===== config.mk =====
export PLATFORM = sky130hd
export DESIGN_NAME = i2c_master_bit_sequencer
export DESIGN_NICKNAME = d
export VERILOG_FILES = /design/src/design/i2cbs_pkg.sv /design/src/design/i2c_master_bit_sequencer.sv
export SDC_FILE = /design/constraint.sdc
export NUM_CORES = 1
export LEC_CHECK = 0
export ABC_AREA = 1
export BUFFER_PORTS_ARGS = -buffer_cell sky130_fd_sc_hd__buf_2
export CORE_MARGIN = 2
export CORE_UTILIZATION = 53
export DETAILED_ROUTE_END_ITERATION = 10
export PLACE_DENSITY = 0.72
export SLEW_MARGIN = 20
export SYNTH_ARGS = -nofsm -noshare
export SYNTH_HDL_FRONTEND = slang
export SYNTH_SLANG_ARGS = --single-unit

===== constraint.sdc =====
create_clock -name aclk -period 3.92 [get_ports aclk]
set_clock_uncertainty 0.15 [all_clocks]
set_input_delay 1.176 -clock aclk [delete_from_list [all_inputs] [get_ports aclk]]
set_output_delay 1.176 -clock aclk [all_outputs]
set_load 0.01 [all_outputs]

===== src/design/i2cbs_pkg.sv =====
// ----------------------------------------------------------------------------
// i2cbs_pkg: shared types and constants
// Command codes, transfer payload structs and the phase table of the
// I2C master bit sequencer.
// ----------------------------------------------------------------------------
package i2cbs_pkg;

    localparam int SHORT_W  = 16;
    localparam int LONG_W   = 20;
    localparam int PHASE_W  = 5;
    localparam int CFG_IDX_W = 2;

    localparam logic [2:0] CMD_NONE     = 3'd0;
    localparam logic [2:0] CMD_START    = 3'd1;
    localparam logic [2:0] CMD_STOP     = 3'd2;
    localparam logic [2:0] CMD_WRITE    = 3'd3;
    localparam logic [2:0] CMD_READ     = 3'd4;
    localparam logic [2:0] CMD_WAIT_ACK = 3'd5;
    localparam logic [2:0] CMD_ACK      = 3'd6;
    localparam logic [2:0] CMD_NACK     = 3'd7;

    localparam logic [CFG_IDX_W-1:0] REG_SHORT_DELAY = 2'd0;
    localparam logic [CFG_IDX_W-1:0] REG_LONG_DELAY  = 2'd1;

    localparam logic [SHORT_W-1:0] SHORT_RESET = 16'd10;
    localparam logic [LONG_W-1:0]  LONG_RESET  = 20'd180;

    typedef struct packed {
        logic [2:0] req_type;
        logic [7:0] write_data;
        logic       sda_in;
    } in_item_t;

    typedef struct packed {
        logic       scl_out;
        logic       sda_out;
        logic       sda_drive_enable;
        logic       busy_res;
        logic       done_res;
        logic [7:0] read_data;
        logic       ack_received;
        logic       rejected;
    } res_item_t;

    // last phase index of each command sequence
    function automatic logic [PHASE_W-1:0] last_phase(input logic [2:0] cmd);
        logic [PHASE_W-1:0] p;
        unique case (cmd)
            CMD_NONE:     p = 5'd0;
            CMD_START:    p = 5'd3;
            CMD_STOP:     p = 5'd3;
            CMD_WRITE:    p = 5'd25;
            CMD_READ:     p = 5'd16;
            CMD_WAIT_ACK: p = 5'd3;
            CMD_ACK:      p = 5'd4;
            CMD_NACK:     p = 5'd3;
            default:      p = 5'd0;
        endcase
        return p;
    endfunction

endpackage


===== src/design/i2c_master_bit_sequencer.sv =====
// ----------------------------------------------------------------------------
// i2c_master_bit_sequencer: I2C master bit-level phase sequencer
// Turns start, stop, byte and ack commands into timed SCL/SDA phases,
// one input transfer per bus tick.
// ----------------------------------------------------------------------------
//  channel  | ports                          | payload
//  ---------+--------------------------------+----------------------------
//  input    | s_valid, s_ready, s_data       | in_item_t (req, byte, sda)
//  result   | m_valid, m_ready, m_data       | res_item_t (pins, status)
//  config   | cfg_valid, cfg_ready           | cfg_index, cfg_data
//
//  One tick per cycle while s_valid and s_ready are high: each accepted
//  transfer updates the sequencer state and loads one result in the same cycle.
//  A two-entry output buffer (output register plus skid) keeps s_ready high
//  while one result waits; s_ready drops only when both entries are full.
//  Reset is synchronous, active low; delays return to 10 and 180 ticks.
//  Config writes are always taken (cfg_ready is tied high).
// ----------------------------------------------------------------------------
module i2c_master_bit_sequencer (
    input  logic                           aclk,
    input  logic                           aresetn,
    input  logic                           s_valid,
    output logic                           s_ready,
    input  i2cbs_pkg::in_item_t            s_data,
    output logic                           m_valid,
    input  logic                           m_ready,
    output i2cbs_pkg::res_item_t           m_data,
    input  logic                           cfg_valid,
    output logic                           cfg_ready,
    input  logic [i2cbs_pkg::CFG_IDX_W-1:0] cfg_index,
    input  logic [i2cbs_pkg::LONG_W-1:0]    cfg_data
);
    import i2cbs_pkg::*;

    logic [SHORT_W-1:0] short_delay_reg;
    logic [LONG_W-1:0]  long_delay_reg;

    logic [2:0]         cmd_reg, cmd_next;
    logic [PHASE_W-1:0] phase_reg, phase_next;
    logic [LONG_W-1:0]  delay_reg, delay_next;
    logic [1:0]         step_reg, step_next;
    logic [7:0]         shift_reg, shift_next;
    logic [7:0]         rbyte_reg, rbyte_next;
    logic               ack_reg, ack_next;
    logic               scl_reg, scl_next;
    logic               sda_reg, sda_next;
    logic               dir_reg, dir_next;

    logic               enter;
    logic               long_hold;
    logic               rej;
    logic               done;
    logic [LONG_W-1:0]  hold_sel;
    res_item_t          result;

    res_item_t          out_reg;
    logic               out_valid_reg;
    res_item_t          skid_reg;
    logic               skid_valid_reg;

    logic               accept;
    logic               pop;

    assign cfg_ready = 1'b1;
    assign s_ready   = !skid_valid_reg;
    assign accept    = s_valid && s_ready;
    assign m_valid   = out_valid_reg;
    assign m_data    = out_reg;
    assign pop       = out_valid_reg && m_ready;

    always_ff @(posedge aclk) begin
        if (!aresetn) begin
            short_delay_reg <= SHORT_RESET;
            long_delay_reg  <= LONG_RESET;
        end else if (cfg_valid && cfg_ready) begin
            if (cfg_index == REG_SHORT_DELAY) begin
                short_delay_reg <= cfg_data[SHORT_W-1:0];
            end else if (cfg_index == REG_LONG_DELAY) begin
                long_delay_reg <= cfg_data;
            end
        end
    end

    always_comb begin
        cmd_next   = cmd_reg;
        phase_next = phase_reg;
        delay_next = delay_reg;
        step_next  = step_reg;
        shift_next = shift_reg;
        rbyte_next = rbyte_reg;
        ack_next   = ack_reg;
        scl_next   = scl_reg;
        sda_next   = sda_reg;
        dir_next   = dir_reg;
        enter      = 1'b0;
        long_hold  = 1'b0;
        rej        = 1'b0;
        done       = 1'b0;
        hold_sel   = '0;

        if (cmd_reg == CMD_NONE) begin
            if (s_data.req_type != CMD_NONE) begin
                cmd_next   = s_data.req_type;
                phase_next = '0;
                shift_next = (s_data.req_type == CMD_WRITE) ? s_data.write_data : 8'd0;
                enter      = 1'b1;
            end
        end else begin
            rej = (s_data.req_type != CMD_NONE);
            if (delay_reg > LONG_W'(1)) begin
                delay_next = delay_reg - LONG_W'(1);
            end else if (phase_reg >= last_phase(cmd_reg)) begin
                if (cmd_reg == CMD_READ) begin
                    rbyte_next = shift_reg;
                end
                cmd_next   = CMD_NONE;
                phase_next = '0;
                delay_next = '0;
                done       = 1'b1;
            end else begin
                phase_next = phase_reg + PHASE_W'(1);
                enter      = 1'b1;
            end
        end

        if (enter) begin
            unique case (cmd_next)
                CMD_START: begin
                    if (phase_next == 5'd0) begin
                        dir_next = 1'b1;
                        sda_next = 1'b1;
                    end else if (phase_next == 5'd1) begin
                        scl_next = 1'b1;
                    end else if (phase_next == 5'd2) begin
                        sda_next = 1'b0;
                    end else begin
                        scl_next = 1'b0;
                    end
                end
                CMD_STOP: begin
                    if (phase_next == 5'd0) begin
                        dir_next = 1'b1;
                        scl_next = 1'b0;
                    end else if (phase_next == 5'd1) begin
                        sda_next = 1'b0;
                    end else if (phase_next == 5'd2) begin
                        scl_next = 1'b1;
                    end else begin
                        sda_next = 1'b1;
                    end
                end
                CMD_WRITE: begin
                    if (phase_next == 5'd0) begin
                        dir_next  = 1'b1;
                        scl_next  = 1'b0;
                        step_next = 2'd0;
                    end else if (phase_next >= 5'd25) begin
                        sda_next = 1'b1;
                    end else begin
                        // three phases per bit: set data, raise SCL, drop SCL and shift
                        step_next = (step_reg == 2'd2) ? 2'd0 : step_reg + 2'd1;
                        if (step_reg == 2'd0) begin
                            sda_next = shift_reg[7];
                        end else if (step_reg == 2'd1) begin
                            scl_next = 1'b1;
                        end else begin
                            scl_next   = 1'b0;
                            shift_next = {shift_reg[6:0], 1'b0};
                        end
                    end
                end
                CMD_READ: begin
                    long_hold = 1'b1;
                    if (phase_next == 5'd0) begin
                        dir_next = 1'b0;
                        scl_next = 1'b0;
                    end else if (phase_next[0]) begin
                        shift_next = {shift_reg[6:0], 1'b0};
                        scl_next   = 1'b1;
                    end else begin
                        shift_next = {shift_reg[7:1], shift_reg[0] | s_data.sda_in};
                        scl_next   = 1'b0;
                    end
                end
                CMD_WAIT_ACK: begin
                    if (phase_next == 5'd0) begin
                        dir_next = 1'b0;
                        scl_next = 1'b0;
                    end else if (phase_next == 5'd1) begin
                        sda_next = 1'b1;
                    end else if (phase_next == 5'd2) begin
                        scl_next = 1'b1;
                    end else begin
                        ack_next  = !s_data.sda_in;
                        scl_next  = 1'b0;
                        long_hold = 1'b1;
                    end
                end
                CMD_ACK: begin
                    if (phase_next == 5'd0) begin
                        dir_next = 1'b1;
                        scl_next = 1'b0;
                    end else if (phase_next == 5'd1) begin
                        sda_next = 1'b0;
                    end else if (phase_next == 5'd2) begin
                        scl_next = 1'b1;
                    end else if (phase_next == 5'd3) begin
                        scl_next = 1'b0;
                    end else begin
                        sda_next = 1'b1;
                    end
                end
                CMD_NACK: begin
                    if (phase_next == 5'd0) begin
                        dir_next = 1'b1;
                        scl_next = 1'b0;
                    end else if (phase_next == 5'd1) begin
                        sda_next = 1'b1;
                    end else if (phase_next == 5'd2) begin
                        scl_next = 1'b1;
                    end else begin
                        scl_next = 1'b0;
                    end
                end
                default: begin
                end
            endcase

            hold_sel   = long_hold ? long_delay_reg : LONG_W'(short_delay_reg);
            // a zero hold still lasts one tick
            delay_next = (hold_sel == '0) ? LONG_W'(1) : hold_sel;
        end
    end

    always_comb begin
        result.scl_out          = scl_next;
        result.sda_out          = sda_next;
        result.sda_drive_enable = dir_next;
        result.busy_res         = (cmd_next != CMD_NONE);
        result.done_res         = done;
        result.read_data        = rbyte_next;
        result.ack_received     = ack_next;
        result.rejected         = rej;
    end

    always_ff @(posedge aclk) begin
        if (!aresetn) begin
            cmd_reg   <= CMD_NONE;
            phase_reg <= '0;
            delay_reg <= '0;
            step_reg  <= '0;
            shift_reg <= '0;
            rbyte_reg <= '0;
            ack_reg   <= 1'b0;
            scl_reg   <= 1'b1;
            sda_reg   <= 1'b1;
            dir_reg   <= 1'b1;
        end else if (accept) begin
            cmd_reg   <= cmd_next;
            phase_reg <= phase_next;
            delay_reg <= delay_next;
            step_reg  <= step_next;
            shift_reg <= shift_next;
            rbyte_reg <= rbyte_next;
            ack_reg   <= ack_next;
            scl_reg   <= scl_next;
            sda_reg   <= sda_next;
            dir_reg   <= dir_next;
        end
    end

    // output register plus skid entry
    always_ff @(posedge aclk) begin
        if (!aresetn) begin
            out_valid_reg  <= 1'b0;
            skid_valid_reg <= 1'b0;
        end else if (skid_valid_reg) begin
            if (pop) begin
                out_valid_reg  <= 1'b1;
                skid_valid_reg <= 1'b0;
            end
        end else if (accept) begin
            if (!out_valid_reg || pop) begin
                out_valid_reg <= 1'b1;
            end else begin
                skid_valid_reg <= 1'b1;
            end
        end else if (pop) begin
            out_valid_reg <= 1'b0;
        end
    end

    always_ff @(posedge aclk) begin
        if (skid_valid_reg) begin
            if (pop) begin
                out_reg <= skid_reg;
            end
        end else if (accept) begin
            if (!out_valid_reg || pop) begin
                out_reg <= result;
            end else begin
                skid_reg <= result;
            end
        end
    end

    a_skid_needs_out: assert property (@(posedge aclk) disable iff (!aresetn)
        skid_valid_reg |-> out_valid_reg)
        else $error("skid entry held without a pending output");

    a_busy_hold: assert property (@(posedge aclk) disable iff (!aresetn)
        (cmd_reg != CMD_NONE) |-> (delay_reg != '0))
        else $error("busy sequencer with empty hold count");

    a_idle_clean: assert property (@(posedge aclk) disable iff (!aresetn)
        (cmd_reg == CMD_NONE) |-> (phase_reg == '0 && delay_reg == '0))
        else $error("idle sequencer with stale phase state");

    a_done_idle: assert property (@(posedge aclk) disable iff (!aresetn)
        (m_valid && m_data.done_res) |-> !m_data.busy_res)
        else $error("done reported while still busy");

    a_phase_bound: assert property (@(posedge aclk) disable iff (!aresetn)
        phase_reg <= last_phase(cmd_reg))
        else $error("phase index past end of sequence");

endmodule

==> flow_metrics.py, run 1 <==
metrics = {
    "placement": {
        "dpl_cell_area_um2": 7150,
        "gp_congestion": 0.934,
        "dp_slack_ns": 0.320,
        "port_buffers": 55,
        "dp_hpwl_mm": 11.6,
    },
    "power": {
        "comb_power_share_pct": 22.4,
        "pwr-share-clk_pct": 41.8,
        "cellLeakagePower_uw": 0.00348,
        "p_per_area_nw_per_um2": 530,
        "peakVddDrop_v": 0.000304,
        "swShare_pct": 30.2,
        "p_switching_uw": 1250,
        "pwr-share-seq_pct": 35.8,
        "internal_power_uw": 2890,
    },
    "setup_path": {
        "end_kind": "flip-flop",
        "cp-startpoint": "phase_reg[2]",
        "cp_max_fo": 7,
        "crit_path_start_kind": "flip-flop",
        "crit_type": "flip-flop to flip-flop",
        "crit_arrival_ns": 3.42,
        "critPathRequiredTime_ns": 4.06,
        "r2r_start": "phase_reg[2]",
    },
    "clock_tree": {
        "clock_sinks": 123,
        "cts_buffer_depth": 2,
        "cts_tree": "yes",
        "cts_resized": 0,
        "cts.clk_slew.worst_paths_ns": 0.06,
        "htreeDepth": 4,
        "cts_hold_buffers": 0,
        "clockRootBuffer": "clkbuf_16",
        "postCtsSetupBuffers": 0,
        "cts_buffers": 17,
        "clk_latency_ns": 0.42,
    },
    "timing": {
        "fin_crit_sh_pct": 83.6,
        "maxSlewHeadroom_pct": 60.2,
        "hold_viol": 0,
        "fin_setup_tns_ns": 0,
        "rsz0062_at_grt": "false",
        "period_needed_ns": 3.28,
        "slew_violations": 0,
        "fin_ws_ns": 0.644,
        "fmax_mhz": 305,
        "tightest_slew_ns": 0.591,
        "setup_viol": 0,
    },
    "logic_synthesis": {
        "synth-edff-count": 30,
        "yosys-top-cells-area": "dfxtp_1 28%, edfxtp_1 13%, nand2_1 11%",
        "syn_area_um2": 6700,
        "synth_fp_nets": 965,
        "synth_cells": 915,
        "yosysTopAreaCell": "dfxtp_1",
        "ys_types": 49,
        "ys.flop_type": "dfxtp_1",
        "postSynthAreaPerCell_um2": 7.32,
        "ys_seq_area_share_pct": 41.2,
        "ys_warn_count": 0,
        "ys_ff_latch": 123,
        "synth_top_area_share_pct": 27.8,
        "async_reset_ff_share_pct": 0,
    },
    "final_layout": {
        "final_common_cell": "nand2_1",
        "antennaDiodeCount": 0,
        "final_cell_area_um2": 7820,
        "syn2layout_area_growth_pct": 16.6,
        "utilization_pct": 62.7,
        "drive_gt1_share_pct": 15.9,
        "layout_common_cells": "200 x nand2_1, 107 x nor2_1, 102 x inv_1, 93 x dfxtp_1, 87 x a21oi_1",
        "final_nets": 1020,
    },
    "route": {
        "drt-met1-wl_mm": 7.09,
        "wl_met3_um": 804,
        "route.met2.wl_mm": 7.90,
        "drtIter0Drc": 384,
        "drtPass1Iterations": 5,
        "drc": 0,
        "wl_per_cell_um": 14.1,
        "via_count": 6168,
        "top_layer": "met4",
        "antenna_left": 0,
        "via_per_inst": 5.34,
        "drt-total-wl_mm": 16.3,
    },
    "min_path": {
        "hold_start": "long_delay_reg[1]",
        "worstHoldPathType": "flip-flop to flip-flop",
    },
    "job": {
        "cap_violations": 0,
    },
    "global_routing": {
        "grt_overflow_total": 0,
        "antenna_found_initial": 0,
        "grt_max_degree": 49,
        "grt_pass1_vias": 5743,
        "grt_pass1_wl_mm": 27.3,
        "global_route.usage.total_pct": 26.0,
    },
    "floorplanning": {
        "initial_core_util_pct": 53.7,
        "fp.dieW_um": 116,
        "row_count": 41,
        "die_y_um": 116,
        "num_io_pins": 57,
        "core_area_um2": 12500,
        "die_area_um2": 13600,
    },
    "status": {
        "outcome": "completed",
    },
}
-- Yosys cell counts (all sizes together), types with 9 or more instances --
master  instances
a21oi          89
clkbuf         29
dfxtp          93
edfxtp         30
ha             11
inv           108
nand2         216
nand3          35
nand4           9
nor2          122
o21ai          78
o22ai          15
xor2           10
-- critical path, stage by stage, from the launching register on --
cell and delay (ns):
dfxtp_1 0.49, ha_1 0.30, nand2_1 0.06, nand2_1 0.04, nand2_1 0.05, nand3_1 0.20, inv_1 0.18, nand2_1 0.06
nand2_1 0.06, nand2_1 0.06, nand2_1 0.07, nand2_2 0.10, inv_2 0.15, nor2_2 0.06, nand2_1 0.05, nand3_1 0.17
nand2_1 0.13, nand2_1 0.08, o221ai_1 0.18, nand2_1 0.07, a21oi_1 0.26, nand2_1 0.10, nand2_1 0.07
-- logic make-up after synthesis --
group | Yosys count | share of synthesized area, %
other | 1 | 0.0560
adders and majority gates | 11 | 2.05
and+or+nand+nor | 396 | 26.0
DFF | 123 | 41.2
AOI/OAI and AO/OA | 218 | 19.4
buffers and inverters | 148 | 8.89
xor gates and xnor gates | 18 | 2.35
-- final timing paths --
path,end,slack [ns],depth (start not counted)
worst max register to register,m_data[14],0.64,22
worst min-delay path,long_delay_reg[1],0.32,2
worst min register to register,long_delay_reg[1],0.32,2
worst max-delay path,m_data[14],0.64,22
-- per-stage QoR --
step	cells	hold WS (ns)	total power (uW)
floorplan	915	0.279	2200
global placement	1123	0.303	2420
detailed placement	1123	0.309	2420
CTS	1155	0.326	4160
global route	1155	0.351	4360
finish	1155	0.322	4140
-- per-layer routing --
metal  global-route usage, %  vias to the layer above
li1                        -                     3131
met1                    32.3                     2808
met4                    12.1                        0
met3                    5.29                       42
met2                    43.5                      187
met5                       0                        -
-- layout make-up --
cell class / instances / area [um^2]
Tap cell: 172 / 215
Inverter: 111 / 417
Fill cell: 1143 / 4650
Clock inverter: 8 / 123
Timing Repair Buffer: 73 / 410
Multi-Input combinational cell: 644 / 3340
Sequential cell: 123 / 2760
Clock buffer: 24 / 546
-- power groups by stage --
stage | Combinational (uW) | Sequential, uW | Clock [uW]
6_report | 929 | 1480 | 1730
5_1_grt | 1050 | 1500 | 1820
4_1_cts | 926 | 1480 | 1750
3_5_place_dp | 916 | 1510 | 0
3_3_place_gp | 911 | 1510 | 0
2_1_floorplan | 704 | 1500 | 0
(Power assumes the default switching activity.)
==> run 2, diff against run 1 <==
- ABC_AREA: 1 -> 0
- PLACE_DENSITY: 0.72 -> 0.75
- clock period: 3.92 -> 2.75 ns (I/O delays scaled with it)
==> run 2 against run 1 <==
Effect of this change: synthesized area fell by 1.1%; first-iteration DRC count is 73% higher; clock-buffer cell count down 7; setup slack got worse by 1.2 ns; routed wire length increased by 46%; synthesized cell count shrank 16%; sequential share of layout area down 6.6 points; the run now ends with setup timing left; utilization is 17 points higher; total power grew to 2.5 times the previous value; register-to-register slack got worse by 1.2 ns.
==> flow_metrics.py, run 2 <==
metrics = {
    "global_routing": {
        "grt_overflow_total": 0,
        "global_route.usage.total_pct": 34.3,
        "grt_max_degree": 42,
        "grt_pass1_wl_mm": 35.3,
        "grt_pass1_vias": 6920,
        "antenna_found_initial": 0,
    },
    "timing": {
        "slew_violations": 0,
        "rsz0062_at_grt": "true",
        "hold-worst-slack_ns": 0.326,
        "maxSlewHeadroom_pct": 48.7,
        "fmax_mhz": 302,
        "setup_viol": 46,
        "fin_crit_sh_pct": 120,
        "period_needed_ns": 3.31,
        "fin_ws_ns": -0.560,
        "hold_viol": 0,
        "tightest_slew_ns": 0.769,
    },
    "placement": {
        "dp_hpwl_mm": 14.8,
        "dp_slack_ns": -0.564,
        "gp_congestion": 0.914,
        "port_buffers": 55,
    },
    "setup_path": {
        "critPathBufInv": 5,
        "critPathRequiredTime_ns": 2.85,
        "rr_worst_depth": 14,
        "cp_top_family": "compound AO/OA/AOI/OAI gates",
        "r2r-end": "skid_reg[14]",
        "crit_path_start_kind": "flip-flop",
        "cp_max_fo": 4,
        "end_kind": "flip-flop",
        "crit_path_max_incr_delay_ns": 0.35,
        "cp_slowest_cell": "or3_4",
        "path_cells": "inv_1, ha_4, nand2_4, o21ai_4, a2111oi_4, a211oi_2, o21ai_2, buf_4, buf_6, or3_4, nor4_1, buf_4, inv_1, a31oi_1",
        "crit_arrival_ns": 3.41,
        "r2r_setup_slack_ns": -0.56,
        "crit_type": "flip-flop to flip-flop",
    },
    "floorplanning": {
        "num_io_pins": 57,
        "core_area_um2": 12100,
        "initial_core_util_pct": 54.7,
        "die_y_um": 116,
        "fp.dieW_um": 116,
        "row_count": 40,
        "die_area_um2": 13400,
    },
    "logic_synthesis": {
        "ys_types": 82,
        "synthMuxAreaShare_pct": 6.10,
        "ys_seq_area_share_pct": 41.7,
        "synth_xor_area_share_pct": 0,
        "async_reset_ff_share_pct": 0,
        "yosys-top-cells-area": "dfxtp_1 28%, edfxtp_1 14%, nand2_1 7.3%",
        "ys_ff_latch": 123,
        "synth_simple_gate_area_share_pct": 22.8,
        "synth_cells": 769,
        "synth_fa_ha_area_share_pct": 2.08,
        "synth.most_common_cell": "nand2_1",
        "ys_warn_count": 0,
        "synth_top_cells_by_count": "128 x nand2_1, 93 x dfxtp_1, 62 x a21oi_1",
        "postSynthAreaPerCell_um2": 8.62,
        "synth-edff-count": 30,
        "synth_fp_nets": 819,
        "synth_compound_area_share_pct": 23.1,
        "synth_top_family_by_area": "compound AO/OA/AOI/OAI gates",
        "synth_top_area_share_pct": 28.1,
        "yosysTopAreaCell": "dfxtp_1",
        "syn_area_um2": 6630,
        "ys.flop_type": "dfxtp_1",
    },
    "clock_tree": {
        "clk_latency_ns": 0.43,
        "cts_buffers": 17,
        "htreeDepth": 4,
        "cts_hold_buffers": 0,
        "clock_sinks": 123,
        "clockRootBuffer": "clkbuf_16",
        "cts.clk_slew.worst_paths_ns": 0.06,
        "cts_tree": "yes",
        "cts_buffer_depth": 2,
    },
    "min_path": {
        "min_to": "short_delay_reg[12]",
        "worstHoldPathType": "flip-flop to flip-flop",
        "hold_start": "short_delay_reg[12]",
        "hold_path_depth": 2,
    },
    "power": {
        "power_uw": 10400,
        "peakVddDrop_v": 0.000697,
        "p_per_area_nw_per_um2": 1080,
        "cellLeakagePower_uw": 0.00379,
    },
    "final_layout": {
        "nFillCells": 802,
        "layout_common_cells": "152 x buf_4, 123 x nand2_1, 81 x dfxtp_1, 58 x a21oi_1, 55 x buf_2",
        "seq_area_um2": 2780,
        "syn2layout_area_growth_pct": 46.3,
        "drive_gt1_share_pct": 40.4,
        "antennaDiodeCount": 0,
        "final_nets": 1033,
        "multi_input_area_um2": 4140,
        "final_common_cell": "buf_4",
        "utilization_pct": 80.0,
    },
    "route": {
        "via_per_inst": 6.34,
        "antenna_left": 0,
        "drtPass1Iterations": 5,
        "wl_per_cell_um": 20.4,
        "via_count": 7384,
        "drt-total-wl_mm": 23.8,
        "drtIter0Drc": 663,
        "drc": 0,
    },
    "job": {
        "cap_violations": 0,
    },
    "status": {
        "violations": "setup timing",
        "outcome": "finished with violations",
    },
}
-- run 2: worst min-delay path: cells and delay by family (launching register included) --
| family | cells | cell delay (ns) |
|---|---|---|
| DFF | 1 | 0.32 |
| and+or+nand+nor | 1 | 0.06 |
| AOI/OAI and AO/OA | 1 | 0.05 |
-- run 2: kinds of logic (layout without fill, tap and decap cells) --
| group | count (synthesis) | after routing |
|---|---|---|
| simple gates | 307 | 307 |
| compound gates | 223 | 223 |
| buf+inv | 66 | 293 |
| fa+ha+maj | 11 | 11 |
| other cells | 1 | 1 |
| mux | 38 | 38 |
| flops | 123 | 123 |
-- run 2: worst max path at each step --
stage	cells after the start	start	slack, ns	to
final	14	flip-flop	-0.56	skid_reg[14]
after CTS	12	flip-flop	-0.46	m_data[1]
after global placement	11	s_data[11]	-0.52	m_data[1]
after detailed placement	11	s_data[11]	-0.56	shift_reg[3]
after global routing	11	delay_reg[15]	-0.59	shift_reg[2]
after floorplan	11	delay_reg[0]	-0.31	m_data[12]
-- run 2: report_power, final --
| part | internal (uW) | switching, uW | total (uW) | leakage [uW] |
|---|---|---|---|---|
| clock network | 1460 | 926 | 2390 | 0.000305 |
| logic | 2680 | 3090 | 5780 | 0.00244 |
| registers | 2110 | 168 | 2280 | 0.00105 |
-- run 2: stage by stage --
step,std cells,TNS [ns],cell area (um^2)
2_1_floorplan,769,-6.06,6800
3_3_place_gp,1089,-17.07,8190
3_5_place_dp,1089,-18.47,8190
4_1_cts,1149,-14.65,9330
5_1_grt,1164,-21.54,9690
6_report,1164,-16.69,9690
-- run 2: area by class of cell --
cell class	count	share of cell area, %
multi-input cells	580	42.7
clock inverters	15	2.08
well taps	168	2.17
flip-flops and latches	123	28.7
clock buffers	17	4.39
repair buffers	238	19.0
inverters	23	0.916
-- run 2: timing repair --
item                                    CTS  global route
endpoints found under the setup margin   45            57
gates resized for setup                  62            57
gates cloned                              2             1
setup buffers                            27            16
pin swaps                                44            46
-- run 2: layer usage --
| layer | global-route usage (%) | wire length, um | vias to the layer above | part of all wire, % |
|---|---|---|---|---|
| li1 | - | - | 3303 | - |
| met2 | 58.2 | 11500 | 422 | 49 |
| met5 | 0 | 0 | - | 0 |
| met4 | 20.5 | 1380 | 0 | 5.8 |
| met3 | 6.90 | 1770 | 109 | 7.4 |
| met1 | 40.1 | 9100 | 3550 | 38 |
